--- src/hw/rtl/urx_pkg.sv ---
// urx_pkg: shared constants, codes and types of the receive ring framer
// no dependencies; compiled first
package urx_pkg;

    // buffer geometry
    localparam int DEPTH    = 1024;
    localparam int MAX_READ = 64;
    localparam int PTR_W    = $clog2(DEPTH);

    // field widths
    localparam int BYTE_W     = 8;
    localparam int OP_W       = 2;
    localparam int LEN_W      = 7;
    localparam int TMO_W      = 16;
    localparam int MARGIN_W   = 10;
    localparam int IDLE_W     = 17;
    localparam int CFG_IDX_W  = 2;
    localparam int CFG_DATA_W = 16;

    // derived widths
    localparam int AVAIL_W = PTR_W + 1;
    localparam int CMP_W   = (AVAIL_W > LEN_W) ? AVAIL_W : LEN_W;
    localparam int SUM_W   = ((PTR_W > MARGIN_W) ? PTR_W : MARGIN_W) + 1;

    // operation codes
    localparam logic [OP_W-1:0] OP_BYTE = 2'd0;
    localparam logic [OP_W-1:0] OP_TICK = 2'd1;
    localparam logic [OP_W-1:0] OP_READ = 2'd2;

    // register indexes
    localparam logic [CFG_IDX_W-1:0] CFG_IDLE_TIMEOUT = 2'd0;
    localparam logic [CFG_IDX_W-1:0] CFG_FULL_MARGIN  = 2'd1;

    // register reset values
    localparam logic [TMO_W-1:0]    TMO_RESET    = 16'd10;
    localparam logic [MARGIN_W-1:0] MARGIN_RESET = 10'd10;

    localparam logic [IDLE_W-1:0] IDLE_MAX = {IDLE_W{1'b1}};
    localparam logic [PTR_W-1:0]  PTR_LAST = PTR_W'(DEPTH - 1);

    typedef enum logic [1:0] {
        ST_IDLE,
        ST_EMPTY,
        ST_READ
    } t_state;

    typedef struct packed {
        logic [TMO_W-1:0]    idle_timeout;
        logic [MARGIN_W-1:0] full_margin;
    } t_cfg;

    typedef struct packed {
        logic              wr_en;
        logic [PTR_W-1:0]  wr_addr;
        logic [BYTE_W-1:0] wr_data;
        logic              rd_en;
        logic [PTR_W-1:0]  rd_addr;
    } t_mem_req;

endpackage

--- src/hw/rtl/urx_intf.sv ---
// urx interfaces: input item, result item and register write channels
// depends on urx_pkg
interface urx_in_if;
    logic                         valid;
    logic                         ready;
    logic [urx_pkg::OP_W-1:0]     op;
    logic [urx_pkg::BYTE_W-1:0]   rx_byte;
    logic [urx_pkg::LEN_W-1:0]    max_len;

    modport source(output valid, op, rx_byte, max_len, input ready);
    modport sink(input valid, op, rx_byte, max_len, output ready);
endinterface

interface urx_out_if;
    logic                         valid;
    logic                         ready;
    logic [urx_pkg::BYTE_W-1:0]   data;
    logic                         has_data;
    logic                         last;

    modport source(output valid, data, has_data, last, input ready);
    modport sink(input valid, data, has_data, last, output ready);
endinterface


--- src/hw/rtl/urx_ctrl.sv ---
// urx_ctrl: pointers, idle framing, read sequencer and output register
// depends on urx_pkg, urx_intf; drives urx_store through a request struct
module urx_ctrl (
    input  logic                       i_clk,
    input  logic                       i_rst_n,
    urx_in_if.sink                     i_in,
    urx_out_if.source                  o_out,
    input  urx_pkg::t_cfg              i_cfg,
    output urx_pkg::t_mem_req          o_mem,
    input  logic [urx_pkg::BYTE_W-1:0] i_rd_data
);
    import urx_pkg::*;

    t_state            r_state, n_state;
    logic [PTR_W-1:0]  r_wr_pos, n_wr_pos;
    logic [PTR_W-1:0]  r_rd_pos, n_rd_pos;
    logic [PTR_W-1:0]  r_end_pos, n_end_pos;
    logic              r_receiving, n_receiving;
    logic              r_frame_ready, n_frame_ready;
    logic [IDLE_W-1:0] r_idle, n_idle;
    logic [LEN_W-1:0]  r_left, n_left;
    logic              r_fetch_vld, n_fetch_vld;
    logic              r_out_valid, n_out_valid;
    logic [BYTE_W-1:0] r_out_data, n_out_data;
    logic              r_out_has, n_out_has;
    logic              r_out_last, n_out_last;

    logic              in_ready;
    logic              in_acc;
    logic              out_free;
    logic              load;
    logic              issue;
    logic              emit_empty;
    logic [IDLE_W-1:0] idle_inc;
    logic              timed_out;
    logic              near_full;
    logic [AVAIL_W-1:0] avail;
    logic [LEN_W-1:0]  mlen_sat;
    logic [LEN_W-1:0]  read_len;
    logic [PTR_W-1:0]  wr_pos_inc;
    logic [PTR_W-1:0]  rd_pos_inc;

    // handshake and sequencer strobes
    always_comb begin
        in_ready   = (r_state == ST_IDLE);
        out_free   = !r_out_valid || o_out.ready;
        load       = (r_state == ST_READ) && r_fetch_vld && out_free;
        issue      = (r_state == ST_READ) && (r_left != '0) && (!r_fetch_vld || load);
        emit_empty = (r_state == ST_EMPTY) && out_free;
    end

    assign in_acc = i_in.valid && in_ready;

    // pointer wrap and frame length
    always_comb begin
        wr_pos_inc = (r_wr_pos == PTR_LAST) ? '0 : r_wr_pos + 1'b1;
        rd_pos_inc = (r_rd_pos == PTR_LAST) ? '0 : r_rd_pos + 1'b1;
        if (r_end_pos >= r_rd_pos) begin
            avail = AVAIL_W'(r_end_pos) - AVAIL_W'(r_rd_pos);
        end else begin
            avail = AVAIL_W'(r_end_pos) + AVAIL_W'(DEPTH) - AVAIL_W'(r_rd_pos);
        end
        mlen_sat = (i_in.max_len > LEN_W'(MAX_READ)) ? LEN_W'(MAX_READ) : i_in.max_len;
        read_len = (CMP_W'(avail) > CMP_W'(mlen_sat)) ? mlen_sat : LEN_W'(avail);
    end

    // idle tick and frame close conditions
    always_comb begin
        idle_inc  = (r_idle != IDLE_MAX) ? r_idle + 1'b1 : r_idle;
        timed_out = r_receiving && !r_frame_ready;
        near_full = (r_wr_pos < r_rd_pos)
                 && (SUM_W'(r_wr_pos) + SUM_W'(i_cfg.full_margin) == SUM_W'(r_rd_pos));
    end

    // next state
    always_comb begin
        n_state = r_state;
        case (r_state)
            ST_IDLE: begin
                if (in_acc && (i_in.op == OP_READ)) begin
                    n_state = (r_frame_ready && (read_len != '0)) ? ST_READ : ST_EMPTY;
                end
            end
            ST_EMPTY: begin
                if (emit_empty) begin
                    n_state = ST_IDLE;
                end
            end
            ST_READ: begin
                if (load && (r_left == '0)) begin
                    n_state = ST_IDLE;
                end
            end
            default: n_state = ST_IDLE;
        endcase
    end

    // datapath next values
    always_comb begin
        n_wr_pos      = r_wr_pos;
        n_rd_pos      = r_rd_pos;
        n_end_pos     = r_end_pos;
        n_receiving   = r_receiving;
        n_frame_ready = r_frame_ready;
        n_idle        = r_idle;
        n_left        = r_left;
        n_fetch_vld   = issue || (r_fetch_vld && !load);
        n_out_valid   = r_out_valid && !o_out.ready;
        n_out_data    = r_out_data;
        n_out_has     = r_out_has;
        n_out_last    = r_out_last;

        o_mem.wr_en   = 1'b0;
        o_mem.wr_addr = r_wr_pos;
        o_mem.wr_data = i_in.rx_byte;
        o_mem.rd_en   = issue;
        o_mem.rd_addr = r_rd_pos;

        if (in_acc) begin
            case (i_in.op)
                OP_BYTE: begin
                    o_mem.wr_en = 1'b1;
                    n_wr_pos    = wr_pos_inc;
                    n_receiving = 1'b1;
                    n_idle      = '0;
                end
                OP_TICK: begin
                    n_idle = idle_inc;
                    if ((idle_inc > IDLE_W'(i_cfg.idle_timeout)) && (timed_out || near_full))
                    begin
                        n_frame_ready = 1'b1;
                        n_receiving   = 1'b0;
                        n_end_pos     = r_wr_pos;
                    end
                end
                OP_READ: begin
                    n_frame_ready = 1'b0;
                    n_left        = read_len;
                end
                default: ;
            endcase
        end

        // read sequencer: address walk and byte hand-off
        if (issue) begin
            n_rd_pos = rd_pos_inc;
            n_left   = r_left - 1'b1;
        end
        if (load) begin
            n_out_valid = 1'b1;
            n_out_data  = i_rd_data;
            n_out_has   = 1'b1;
            n_out_last  = (r_left == '0);
        end
        if (emit_empty) begin
            n_out_valid = 1'b1;
            n_out_data  = '0;
            n_out_has   = 1'b0;
            n_out_last  = 1'b1;
        end
    end

    // control registers
    always_ff @(posedge i_clk) begin
        if (!i_rst_n) begin
            r_state       <= ST_IDLE;
            r_wr_pos      <= '0;
            r_rd_pos      <= '0;
            r_end_pos     <= '0;
            r_receiving   <= 1'b0;
            r_frame_ready <= 1'b0;
            r_idle        <= '0;
            r_left        <= '0;
            r_fetch_vld   <= 1'b0;
            r_out_valid   <= 1'b0;
        end else begin
            r_state       <= n_state;
            r_wr_pos      <= n_wr_pos;
            r_rd_pos      <= n_rd_pos;
            r_end_pos     <= n_end_pos;
            r_receiving   <= n_receiving;
            r_frame_ready <= n_frame_ready;
            r_idle        <= n_idle;
            r_left        <= n_left;
            r_fetch_vld   <= n_fetch_vld;
            r_out_valid   <= n_out_valid;
        end
    end

    // result payload
    always_ff @(posedge i_clk) begin
        r_out_data <= n_out_data;
        r_out_has  <= n_out_has;
        r_out_last <= n_out_last;
    end

    assign i_in.ready     = in_ready;
    assign o_out.valid    = r_out_valid;
    assign o_out.data     = r_out_data;
    assign o_out.has_data = r_out_has;
    assign o_out.last     = r_out_last;

endmodule
--- src/flat_wrapper.sv ---
// flat-port wrapper written by rule: the top's interface ports become plain ports
module urx_ctrl_flat import urx_pkg::*;
  (i_clk, i_rst_n, i_cfg, o_mem, i_rd_data, i_in_valid, i_in_op, i_in_rx_byte, i_in_max_len, i_in_ready, o_out_valid, o_out_data, o_out_has_data, o_out_last, o_out_ready);
  urx_in_if i_in_i ();
  urx_out_if o_out_i ();
  input  logic i_clk;
  input  logic i_rst_n;
  input  urx_pkg::t_cfg i_cfg;
  output urx_pkg::t_mem_req o_mem;
  input  logic [urx_pkg::BYTE_W-1:0] i_rd_data;
  input wire logic [$bits(i_in_i.valid)-1:0] i_in_valid;
  input wire logic [$bits(i_in_i.op)-1:0] i_in_op;
  input wire logic [$bits(i_in_i.rx_byte)-1:0] i_in_rx_byte;
  input wire logic [$bits(i_in_i.max_len)-1:0] i_in_max_len;
  output wire logic [$bits(i_in_i.ready)-1:0] i_in_ready;
  output wire logic [$bits(o_out_i.valid)-1:0] o_out_valid;
  output wire logic [$bits(o_out_i.data)-1:0] o_out_data;
  output wire logic [$bits(o_out_i.has_data)-1:0] o_out_has_data;
  output wire logic [$bits(o_out_i.last)-1:0] o_out_last;
  input wire logic [$bits(o_out_i.ready)-1:0] o_out_ready;
  assign i_in_i.valid = i_in_valid;
  assign i_in_i.op = i_in_op;
  assign i_in_i.rx_byte = i_in_rx_byte;
  assign i_in_i.max_len = i_in_max_len;
  assign i_in_ready = i_in_i.ready;
  assign o_out_valid = o_out_i.valid;
  assign o_out_data = o_out_i.data;
  assign o_out_has_data = o_out_i.has_data;
  assign o_out_last = o_out_i.last;
  assign o_out_i.ready = o_out_ready;
  urx_ctrl u_core (.i_clk(i_clk), .i_rst_n(i_rst_n), .i_in(i_in_i), .o_out(o_out_i), .i_cfg(i_cfg), .o_mem(o_mem), .i_rd_data(i_rd_data));
endmodule
--- config.mk ---
export PLATFORM = sky130hd
export DESIGN_NAME = urx_ctrl_flat
export DESIGN_NICKNAME = d
export VERILOG_FILES = /design/src/hw/rtl/urx_pkg.sv /design/src/hw/rtl/urx_intf.sv /design/src/hw/rtl/urx_ctrl.sv /design/src/flat_wrapper.sv
export SDC_FILE = /design/constraint.sdc
export NUM_CORES = 1
export LEC_CHECK = 0
export ABC_AREA = 1
export ABC_CLOCK_PERIOD_IN_PS = 9300
export BUFFER_PORTS_ARGS = -buffer_cell sky130_fd_sc_hd__buf_2
export CELL_PAD_IN_SITES_DETAIL_PLACEMENT = 2
export CELL_PAD_IN_SITES_GLOBAL_PLACEMENT = 2
export CORE_MARGIN = 2
export CORE_UTILIZATION = 30
export CTS_CLUSTER_DIAMETER = 60
export CTS_CLUSTER_SIZE = 12
export DETAILED_ROUTE_END_ITERATION = 8
export PLACE_DENSITY = 0.89
export SLEW_MARGIN = 5
export SYNTH_ARGS = -nofsm -noshare
export SYNTH_HDL_FRONTEND = slang
export SYNTH_SLANG_ARGS = --single-unit
export TNS_END_PERCENT = 1
--- constraint.sdc ---
create_clock -name i_clk -period 9.3 [get_ports i_clk]
set_input_delay 1.395 -clock i_clk [delete_from_list [all_inputs] [get_ports i_clk]]
set_output_delay 1.395 -clock i_clk [all_outputs]
set_load 0.01 [all_outputs]
==> results of run 1 <==
==> power by group <==
| group | internal (uW) | switching [uW] |
|---|---|---|
| clock | 187 | 153 |
| combinational | 24.0 | 41.1 |
| sequential | 304 | 2.72 |
==> per-layer routing <==
metal	vias up	global-route usage	wire length, um
met4	0	0.0354	139
li1	2791	-	-
met5	-	0	0
met3	13	0.0312	500
met2	84	0.355	9430
met1	2693	0.229	7940
==> registers in the layout, summed over array words and instances (netlist names) <==
| register | cells |
|---|---|
| u_core.o_out.last | 1 |
| u_core.r_idle | 17 |
| u_core.r_frame_ready | 1 |
| u_core.o_out.data | 8 |
| u_core.r_state | 2 |
| u_core.r_wr_pos | 10 |
| u_core.r_rd_pos | 10 |
| u_core.r_left | 7 |
| u_core.r_fetch_vld | 1 |
| u_core.r_end_pos | 10 |
| u_core.r_receiving | 1 |
| u_core.o_out.has_data | 1 |
| u_core.o_out.valid | 1 |
==> through the flow <==
step / utilization / hold WS [ns] / cell area (um2) / total power, uW / setup slack [ns]
floorplan: - / 0.439 / 5410 / 355 / 5.90
global placement: 0.335 / 0.453 / 5970 / 376 / 5.33
detailed placement: 0.335 / 0.465 / 5970 / 379 / 5.22
CTS: 0.351 / 0.486 / 6260 / 720 / 5.11
global route: 0.351 / 0.507 / 6260 / 740 / 4.69
finish: 0.351 / 0.482 / 6260 / 711 / 5.12
==> Yosys cell counts, drive strengths merged (2+ instances only) <==
master	number	share of area
o21a	3	0.0042
o211ai	2	0.0028
a21o	2	0.0028
buf	12	0.017
inv	119	0.083
o21ai	20	0.019
nand3	44	0.043
o31ai	2	0.0028
clkbuf	9	0.0062
nor3	21	0.019
nor4	4	0.0046
a31oi	6	0.0069
dfxtp	70	0.26
a21oi	58	0.056
ha	57	0.13
nor2	102	0.078
a211oi	4	0.0055
nand4	13	0.015
xnor2	9	0.015
nand2	217	0.15
nand3b	7	0.0097
fa	2	0.0074
or2	4	0.0046
xor2	24	0.039
==> cell families after synthesis <==
group,synth area share
simple gates,0.331
buf+inv,0.106
mux,0.00185
flops,0.259
xor+xnor,0.0534
fa+ha+maj,0.139
compound gates,0.110
==> worst min-delay path, cell delays in order (launching register included) <==
cell	delay, ns
dfxtp_1	0.31
nand2_1	0.06
a21oi_1	0.06
==> worst max-delay path by stage <==
stage                     slack (ns)                  end  cells after the start        startpoint
after floorplan                 5.90            o_mem[10]                      5       o_out_ready
after global placement          5.33            o_mem[10]                      6       o_out_ready
after detailed placement        5.22    u_core.r_state[0]                     20   i_in_max_len[2]
after CTS                       5.11  u_core.r_end_pos[0]                     25  u_core.r_idle[0]
after global routing            4.69  u_core.r_end_pos[0]                     25  u_core.r_idle[0]
final                           5.12  u_core.r_end_pos[0]                     25  u_core.r_idle[0]
==> final cells by class <==
cell class	count	area [um2]
Fill cell	2214	11600
Multi-Input combinational cell	612	3440
Sequential cell	70	1400
Inverter	119	447
Timing Repair Buffer	80	400
Tap cell	229	287
Clock buffer	9	225
Clock inverter	7	62.6
==> flow_summary.ini, run 1 <==
[outcome]
run_status = finished, final reports clean

[placement]
post-dp-hpwl_mm = 14.2
dpl.cell_count = 1110
place_congestion = 0.816
numPortBuffers = 80

[timing]
slew_headroom = 0.409
fin_crit_sh = 0.450
setup-tns-final_ns = 0
hold_viol = 0
drv_slew = 0
tightest_slew_ns = 0.877
setup_viol = 0
fmax_mhz = 239
grt_setup_unrepaired = no
period_needed_ns = 4.18
clock_skew_ns = 0.00770

[drt]
via_per_inst = 4.96
drtPass1Iterations = 4
remaining_drc_errors = 0
routed-via-count = 5581
drt_iter0_markers = 160
wl_per_cell_um = 16.0
drtAntennaViolNets = 0
wirelength_mm = 18.0

[logic_synthesis]
postSynthAreaPerCell_um2 = 6.58
yosysWarnings = 0
synth_nets = 936
ys_ff_latch = 70
yosys_most_used_dff = dfxtp_1
synth_cells = 822
post_synth_num_cell_types = 47
synth_edf_count = 0
synthArstFlopShare = 0
synth-seq-area-share = 0.259
syn-cell-area_um2 = 5410

[worst_hold_path]
hp-start = u_core.r_idle[15]
min_to = u_core.r_idle[15]
hold_depth = 2
hp-class = reg2reg

[clock_tree]
cts_buffer_depth = 2
htree_levels = 3
clock_latency_ns = 0.35
cts_resized = 0
cts.sink_count = 70
post_cts_buffers = 0
cts_tree = yes
path_clk_slew_ns = 0.06
cts_root_buf = clkbuf_16
holdBufCountCts = 0
cts_made_buffers = 9

[worst_setup_path]
worst_r2r_startpoint = u_core.r_idle[0]
slowest_stage = dfxtp_1
critPathTopFamily = simple AND/OR/NAND/NOR gates
critPathArrivalTime_ns = 4.45
max_stage_delay_ns = 0.40
crit_top_cell = nand2_1
cp-end-kind = register
crit_buf_inv = 2
reg2reg_slack_ns = 5.12
r2r-end = u_core.r_end_pos[0]
required_ns = 9.57
path_max_fanout = 21
critPathKind = reg2reg
cp-start-kind = register
reg2reg_depth = 25

[global_routing]
grt_pass1_wl_mm = 30.0
antenna_found_initial = 0
grt_pass1_vias = 6139
grt_max_degree = 37
track_usage = 0.189
grt_overflow_total = 0

[floorplan]
die_w_um = 138
start_util = 0.303
pin_count = 97
core-area_um2 = 17800
num_rows = 49
die_y_um = 138
die_area_um2 = 19100

[cells_and_area]
num_antenna_cells = 0
nets = 1006
mostFrequentLayoutCell = nand2_1
stdcell_count = 1126
drive_above_1_share = 0.135
synthToLayoutAreaGrowth_pct = 15.7
most-common-layout-cells = nand2_1 (214), inv_1 (113), nor2_1 (95)

[power]
ir_worst_vdd_v = 0.000122
cellLeakagePower_uw = 0.00316
cellPowerDensity_nw_per_um2 = 113

[run]
drv_cap = 0
(Power assumes the default switching activity.)
==> inputs of run 2 (changes only) <==
- ABC_CLOCK_PERIOD_IN_PS: 9300 -> 4100
- clock period: 9.3 -> 4.1 ns (I/O delays scaled with it)
==> run 2 against run 1 <==
  * Sequential power grew 130%
  * Fmax grew 10%
  * Wire length rose by 3.2%
  * Final cell count rose by 0.53%
  * Via count up 1.1%
  * Critical path depth shrank 2
  * Count of clock-buffer cells in the layout is the same
  * Die area did not move
  * Combinational power grew 130%
  * Flip-flop and latch count stayed put
  * Global-route usage grew 0.60 points
  * Largest cell class unchanged
==> flow_summary.ini, run 2 (same netlist as run 1, synthesis figures left out) <==
[floorplan]
die_w_um = 138
start_util = 0.303
pin_count = 97
die_y_um = 138
core-area_um2 = 17800
die_area_um2 = 19100
num_rows = 49

[cells_and_area]
synthToLayoutAreaGrowth_pct = 17.3
nets = 1012
largest_register_ffs = 17
most-common-layout-cells = nand2_1 (213), inv_1 (113), nor2_1 (95)
mostFrequentLayoutCell = nand2_1
finish.utilization = 0.356
drive_above_1_share = 0.143
stdcell_count = 1132
design_area_um2 = 6350
top_register = u_core.r_idle
fillers = 2214
num_antenna_cells = 0

[placement]
numPortBuffers = 80
postPlaceCellArea_um2 = 6010
place_congestion = 0.812
post-dp-hpwl_mm = 14.5
dpl.cell_count = 1115

[global_routing]
grt_pass1_vias = 6295
antenna_found_initial = 0
grt_pass1_wl_mm = 30.8
grt_max_degree = 37
track_usage = 0.195
grt_overflow_total = 0

[drt]
drtAntennaViolNets = 0
routed-via-count = 5643
wl_per_cell_um = 16.4
drt_iter0_markers = 189
wirelength_mm = 18.6
remaining_drc_errors = 0
drtPass1Iterations = 4
via_per_inst = 4.98

[timing]
drv_slew = 0
clock_skew_ns = 0.00920
hold_viol = 0
hold_slack_ns = 0.469
slew_headroom = 0.490
setup_viol = 0
period_needed_ns = 3.79
tightest_slew_ns = 0.757
fmax_mhz = 264
fin_crit_sh = 0.925

[worst_setup_path]
critPathTopFamily = simple AND/OR/NAND/NOR gates
cp-start-kind = register
critPathArrivalTime_ns = 4.04
slowest_stage = dfxtp_1
reg2reg_slack_ns = 0.31
critPathKind = reg2reg
crit_top_cell = nor2_1
required_ns = 4.34
crit_buf_inv = 2
path_max_fanout = 11
max_stage_delay_ns = 0.41
cp-end-kind = register
crit_chain = ha_1 -> nand3_1 -> nor2_1 -> inv_1 -> nor2_1 -> nand4_1 -> nand3_1 -> nor2_1 -> xor2_1 -> ha_1 -> inv_1 -> nor3_2 -> nand3b_1 -> nand4_1 -> nand2_1 -> nand2_1 -> nand2_1 -> nand2_1 -> o21ai_0 -> nand2_2 -> nand3_4 -> nor2_1 -> nor2_1

[power]
p_total_uw = 1670
cellLeakagePower_uw = 0.00319
cellPowerDensity_nw_per_um2 = 263
ir_worst_vdd_v = 0.000211

[clock_tree]
clock_latency_ns = 0.35
cts.sink_count = 70
cts_made_buffers = 9
post_cts_buffers = 0
path_clk_slew_ns = 0.07
cts_tree = yes
cts_buffer_depth = 2
htree_levels = 3
cts_root_buf = clkbuf_16

[worst_hold_path]
hp-class = reg2reg

[run]
drv_cap = 0

[outcome]
run_status = finished, final reports clean
==> run 2: worst reg2reg max path: stages (launching register included) <==
cell	delay, ns
dfxtp_1	0.41
ha_1	0.22
nand3_1	0.13
nor2_1	0.12
inv_1	0.06
nor2_1	0.17
nand4_1	0.21
nand3_1	0.20
nor2_1	0.10
xor2_1	0.18
ha_1	0.30
inv_1	0.06
nor3_2	0.24
nand3b_1	0.12
nand4_1	0.11
nand2_1	0.06
nand2_1	0.07
nand2_1	0.06
nand2_1	0.06
o21ai_0	0.15
nand2_2	0.20
nand3_4	0.18
nor2_1	0.22
nor2_1	0.09
==> run 2: path summary, 6_finish.rpt <==
check               startpoint                   to  depth (start not counted)
max           u_core.r_idle[0]  u_core.r_end_pos[3]                         23
min          u_core.r_idle[15]    u_core.r_idle[15]                          2
min reg2reg  u_core.r_idle[15]    u_core.r_idle[15]                          2
max reg2reg   u_core.r_idle[0]  u_core.r_end_pos[3]                         23
==> run 2: stage by stage <==
stage,worst slack (ns),TNS [ns]
final,0.306,0
after global routing,-0.000715,-0.000715
after CTS,0.00656,0
after detailed placement,0.162,0
after global placement,0.385,0
after floorplan,1.06,0
==> run 2: timing repair <==
action                                  in CTS  in global routing
hold buffers                                 0                  0
endpoints found under the setup margin       0                 11
resized for setup                            0                  4
==> run 2: power by group <==
group          total, uW  internal, uW  leakage (uW)  switching, uW
Clock                823           478      0.000143            344
Sequential           695           689      0.000566           5.97
Combinational        152          55.4       0.00248           96.6
Total               1670          1220       0.00319            447
==> run 2: layer usage <==
layer | share of wire | GRT usage | routed length, um
met1 | 0.45 | 0.229 | 8280
met2 | 0.51 | 0.363 | 9450
met3 | 0.027 | 0.0329 | 494
met4 | 0.020 | 0.0575 | 368
met5 | 0 | 0 | 0
==> run 2: area by class of cell <==
cell class | count | area [um2] | area share
repair buffers | 85 | 438 | 0.0690
flip-flops and latches | 70 | 1400 | 0.221
multi-input cells | 613 | 3470 | 0.547
clock inverters | 7 | 80.1 | 0.0126
clock buffers | 9 | 225 | 0.0355
inverters | 119 | 447 | 0.0704
well taps | 229 | 287 | 0.0451
